===== src/design/tcp_pkg.sv =====
// ----------------------------------------------------------------------------
// tcp_pkg: shared types and constants for the text console with pointer
// Operation codes, payload structs, controller states and the command and
// status bundles passed between the controller and the datapath.
// ----------------------------------------------------------------------------
package tcp_pkg;

  // Operation codes carried in the request op field
  localparam logic [2:0] OP_PUT_CHAR     = 3'd0;
  localparam logic [2:0] OP_PUT_HEX      = 3'd1;
  localparam logic [2:0] OP_PTR_ACTIVATE = 3'd2;
  localparam logic [2:0] OP_PTR_MOVE     = 3'd3;
  localparam logic [2:0] OP_READ_CELL    = 3'd4;

  // Character and attribute constants
  localparam logic [7:0] CHAR_NUL     = 8'h00;
  localparam logic [7:0] CHAR_NEWLINE = 8'h0A;
  localparam logic [7:0] CHAR_SPACE   = 8'h20;
  localparam logic [7:0] ATTR_DEFAULT = 8'h07;

  // Request payload
  typedef struct packed {
    logic [2:0]        op;
    logic [7:0]        char_code;
    logic signed [7:0] delta_col;
    logic signed [7:0] delta_row;
    logic [10:0]       cell_index;
  } req_t;

  // Response payload
  typedef struct packed {
    logic [6:0]  cursor_col;
    logic [4:0]  cursor_row;
    logic [6:0]  pointer_col;
    logic [4:0]  pointer_row;
    logic [15:0] cell_value;
    logic        screen_cleared;
  } rsp_t;

  // Which character the emit step prints
  typedef enum logic [1:0] {
    EMIT_RAW,
    EMIT_HEX_HI,
    EMIT_HEX_LO
  } emit_sel_t;

  // Controller states
  typedef enum logic [3:0] {
    S_INIT,
    S_IDLE,
    S_DISPATCH,
    S_EMIT,
    S_EMIT_HI,
    S_EMIT_LO,
    S_CLEAR,
    S_CLEAR_HI,
    S_CENTER,
    S_UNDO_RD,
    S_UNDO_WR,
    S_MOVE,
    S_SWAP_RD,
    S_SWAP_WR,
    S_READ,
    S_DONE
  } state_t;

  // Controller to datapath
  typedef struct packed {
    logic      accept;
    logic      emit;
    emit_sel_t emit_sel;
    logic      sweep_init;
    logic      sweep_clear;
    logic      mouse_center;
    logic      mouse_move;
    logic      attr_rd_mouse;
    logic      attr_swap_wr;
    logic      cell_rd;
    logic      out_load;
  } cmd_t;

  // Datapath to controller
  typedef struct packed {
    logic [2:0] op;
    logic       emit_clear;
    logic       sweep_last;
    logic       out_free;
  } status_t;

  // Uppercase ASCII hex digit for a nibble
  function automatic logic [7:0] hex_ascii(input logic [3:0] nib);
    logic [7:0] base;
    base = (nib < 4'd10) ? 8'h30 : 8'h37;
    return base + {4'b0, nib};
  endfunction

endpackage


===== src/design/tcp_ctrl.sv =====
// ----------------------------------------------------------------------------
// tcp_ctrl: operation sequencer
// Steps each request through emit, clear sweep, pointer swap or cell read
// and issues one command bundle per cycle to the datapath.
// ----------------------------------------------------------------------------
module tcp_ctrl import tcp_pkg::*; (
  input  logic    clk,
  input  logic    rst,
  input  logic    req_valid,
  output logic    req_ready,
  output cmd_t    cmd,
  input  status_t status
);

  state_t state, state_next;

  // State register; reset starts the screen initialization sweep
  always_ff @(posedge clk) begin
    if (rst) begin
      state <= S_INIT;
    end else begin
      state <= state_next;
    end
  end

  // Next state and commands
  always_comb begin
    state_next = state;
    cmd        = '0;
    cmd.emit_sel = EMIT_RAW;
    req_ready  = 1'b0;
    unique case (state)
      S_INIT: begin
        cmd.sweep_init = 1'b1;
        if (status.sweep_last) state_next = S_IDLE;
      end
      S_IDLE: begin
        req_ready = 1'b1;
        if (req_valid) begin
          cmd.accept = 1'b1;
          state_next = S_DISPATCH;
        end
      end
      S_DISPATCH: begin
        unique case (status.op)
          OP_PUT_CHAR:     state_next = S_EMIT;
          OP_PUT_HEX:      state_next = S_EMIT_HI;
          OP_PTR_ACTIVATE: state_next = S_CENTER;
          OP_PTR_MOVE:     state_next = S_UNDO_RD;
          OP_READ_CELL:    state_next = S_READ;
          default:         state_next = S_DONE;
        endcase
      end
      S_EMIT: begin
        cmd.emit   = 1'b1;
        state_next = status.emit_clear ? S_CLEAR : S_DONE;
      end
      S_EMIT_HI: begin
        cmd.emit     = 1'b1;
        cmd.emit_sel = EMIT_HEX_HI;
        state_next   = status.emit_clear ? S_CLEAR_HI : S_EMIT_LO;
      end
      S_EMIT_LO: begin
        cmd.emit     = 1'b1;
        cmd.emit_sel = EMIT_HEX_LO;
        state_next   = status.emit_clear ? S_CLEAR : S_DONE;
      end
      S_CLEAR: begin
        cmd.sweep_clear = 1'b1;
        if (status.sweep_last) state_next = S_DONE;
      end
      S_CLEAR_HI: begin
        cmd.sweep_clear = 1'b1;
        if (status.sweep_last) state_next = S_EMIT_LO;
      end
      S_CENTER: begin
        cmd.mouse_center = 1'b1;
        state_next       = S_SWAP_RD;
      end
      S_UNDO_RD: begin
        cmd.attr_rd_mouse = 1'b1;
        state_next        = S_UNDO_WR;
      end
      S_UNDO_WR: begin
        cmd.attr_swap_wr = 1'b1;
        state_next       = S_MOVE;
      end
      S_MOVE: begin
        cmd.mouse_move = 1'b1;
        state_next     = S_SWAP_RD;
      end
      S_SWAP_RD: begin
        cmd.attr_rd_mouse = 1'b1;
        state_next        = S_SWAP_WR;
      end
      S_SWAP_WR: begin
        cmd.attr_swap_wr = 1'b1;
        state_next       = S_DONE;
      end
      S_READ: begin
        cmd.cell_rd = 1'b1;
        state_next  = S_DONE;
      end
      S_DONE: begin
        if (status.out_free) begin
          cmd.out_load = 1'b1;
          state_next   = S_IDLE;
        end
      end
      default: state_next = S_IDLE;
    endcase
  end

endmodule


===== config.mk =====
export PLATFORM = sky130hd
export DESIGN_NAME = tcp_ctrl
export DESIGN_NICKNAME = d
export VERILOG_FILES = /design/src/design/tcp_pkg.sv /design/src/design/tcp_ctrl.sv
export SDC_FILE = /design/constraint.sdc
export NUM_CORES = 1
export LEC_CHECK = 0
export ABC_AREA = 1
export BUFFER_PORTS_ARGS = -buffer_cell sky130_fd_sc_hd__buf_4
export CORE_AREA = 5 5 45 47
export DETAILED_ROUTE_END_ITERATION = 10
export DIE_AREA = 0 0 50 52
export PLACE_DENSITY_LB_ADDON = 0.1
export RECOVER_POWER = 50
export SYNTH_ARGS = -nofsm -noshare
export SYNTH_HDL_FRONTEND = slang
export SYNTH_SLANG_ARGS = --single-unit

===== constraint.sdc =====
create_clock -name clk -period 1.2 [get_ports clk]
set_input_delay 0.12 -clock clk [delete_from_list [all_inputs] [get_ports clk]]
set_output_delay 0.12 -clock clk [all_outputs]
set_load 0.05 [all_outputs]

==> impl_metrics.ini <==
[sta]
worstMarginPinSlew_ns = 0.218
max_freq_mhz = 738
final.setup.tns_ns = -1.64
final_hold_viol_count = 0
skew_ns = 0.00684
period_share_pct = 113
period_needed_ns = 1.35
rsz0062_at_grt = true
fin_ws_ns = -0.154
setup_viol = 17
holdWs_ns = 0.0744
slew_violations = 0
max-slew-margin-rel_pct = 85.5

[power_and_ir_drop]
power_frac_comb_pct = 82.7
power_density_nw_per_um2 = 2720
ir_drop_uv = 1780
switching_share_pct = 54.2
power.clock.fraction_pct = 5.4
pwr-share-seq_pct = 11.9
finalPower_mw = 3.03
cellLeakagePower_nw = 0.608
p_sw_mw = 1.64
p_int_mw = 1.39

[clock_network]
cts_made_buffers = 3
htree_levels = 1
tritoncts = done
root_buffer = clkbuf_4
cts_sinks = 4
clockBufferDepth = 2
ctsHoldBuffers = 0
clk_pin_slew_ns = 0.04
clock_latency_ns = 0.23

[setup_path]
path_max_fanout = 4
critPathCaptureType = output pin
critical_path_class = flop to output pin
worst_ep_arrival_time_ns = 1.23
cp_top_family = buffers and inverters
cp-start-kind = flop
crit_slowest_cell = dfxtp_4
cp.depth = 6
required_ns = 1.08
critPathBufInv = 4
slowest_delay_ns = 0.36
path_cells = buf_6, nor2_4, inv_2, buf_4, nor2_4, buf_6
rr_worst_depth = 9

[final_layout]
top_register = state
layout_commonest_cell = nand2_1
top_regs = state x4
final_cell_mix = nand2_1, buf_4, nand2_2
antenna_cells = 0
synthToLayoutAreaGrowth_pct = 109
fill_cells = 138
largest_reg_flops = 4
layout.cells.non_filler = 164
drive_gt1_share_pct = 61.2
fin_util_pct = 68.8
postLayoutCellArea_um2 = 1110
final_nets = 158

[grt]
grt_use_total_pct = 13.9
grt_pass1_wl_um = 2810
grt_overflow = 0
grt_pass1_vias = 693
grt_antenna_before_repair = 0
grt_max_degree = 7

[route]
drc = 0
top_layer = met4
route.met2.wl_um = 986
wl_met3_um = 110
postRouteAntennaNets = 0
drtIter0Drc = 21
m1WireLength_um = 717
drt_wl_total_um = 1830
vias = 765
wire_per_inst_um = 11.2
routed_via_density = 4.66
drt_first_pass_iters = 4

[hold_path]
hp-class = input port to flop
holdPathStages = 2

[die]
io-pin-count = 22
initial_core_util_pct = 32.9
dieArea_um2 = 2600
dieWidth_um = 50
die_y_um = 52
core.rowCount = 15
core-area_um2 = 1610

[synth]
synth_area_per_cell_um2 = 4.92
synth_area_um2 = 532
yosys_warnings = 0
yosys_register_bits = 4
synth.distinct_cells = 14
ys_seq_area_share_pct = 15.1
syn_nets = 117
synthCells = 108

[status]
failed_checks = negative setup slack
status = complete, but fails checks

[place]
port-buffer-count = 21
placedCellCount = 153
place_hpwl_um = 1360
dpl-instance-area_um2 = 837
routabilityCongestion = 0.881
pre_cts_slack_ns = -0.110

[run]
cap_violations = 0
## cell usage after synthesis
cell / n / area, µm²
nand2_1: 36 / 135
inv_1: 23 / 86.3
nor2_1: 16 / 60.1
nand3_1: 10 / 50.1
a21oi_1: 6 / 30.0
dfxtp_1: 4 / 80.1
nor2_4: 3 / 33.8
inv_2: 2 / 7.51
nor3_1: 2 / 10.0
o21ai_0: 2 / 10.0
nand3_2: 1 / 10.0
nand4_1: 1 / 6.26
nor2_2: 1 / 6.26
o22ai_1: 1 / 6.26
## path summary, 6_finish.rpt
path                               from                    end  slack, ns
setup reg to reg  state[2]$_SDFFE_PP0P_  state[1]$_SDFFE_PP0P_      -0.09
hold / removal                      rst  state[3]$_SDFFE_PP0P_       0.07
setup / recovery  state[0]$_SDFFE_PP0P_                 cmd[1]      -0.15
hold reg to reg   state[2]$_SDFFE_PP0P_  state[2]$_SDFFE_PP0P_       0.57
## timing repair
item / 4_1_cts / 5_1_grt
resized for setup: 43 / 21
pin swaps: 8 / 11
setup endpoints to repair: 17 / 17
buffers inserted: 4 / 4
## worst register-to-register path: stages (launching register included)
cell and delay, ns:
dfxtp_4 0.41, inv_4 0.05, nor2_4 0.19, nand2_2 0.09, nand2_1 0.07, nand2_1 0.05, nand3_2 0.10, inv_2 0.08
nand2_1 0.06, a21oi_1 0.06
## cells by family after synthesis
kind of cell           share of synthesized area (%)
AND/OR/NAND/NOR                                 58.6
buffers and inverters                           17.6
AO/OA/AOI/OAI                                   8.71
flip-flops                                      15.1
## power groups by stage
stage | Clock [mW] | Sequential [mW] | Combinational [mW]
3_5_place_dp | 0 | 0.294 | 1.78
5_1_grt | 0.194 | 0.367 | 2.68
6_report | 0.163 | 0.360 | 2.50
4_1_cts | 0.173 | 0.346 | 2.16
2_1_floorplan | 0 | 0.291 | 1.26
3_3_place_gp | 0 | 0.295 | 1.78
## routing by layer
layer,vias to the layer above,track usage [%]
li1,405,-
met1,335,14.3
met2,23,25.5
met3,2,4.58
met4,0,5.24
met5,-,0
## cell type report
class                           instances  area (µm²)  share of cell area, %
Sequential cell                         4        95.1                   8.56
Tap cell                               17        21.3                   1.91
Clock buffer                            3        22.5                   2.03
Timing Repair Buffer                   36         360                   32.4
Multi-Input combinational cell         79         507                   45.6
Inverter                               25         105                   9.46
Note: power is estimated with default switching activity, not from simulation.
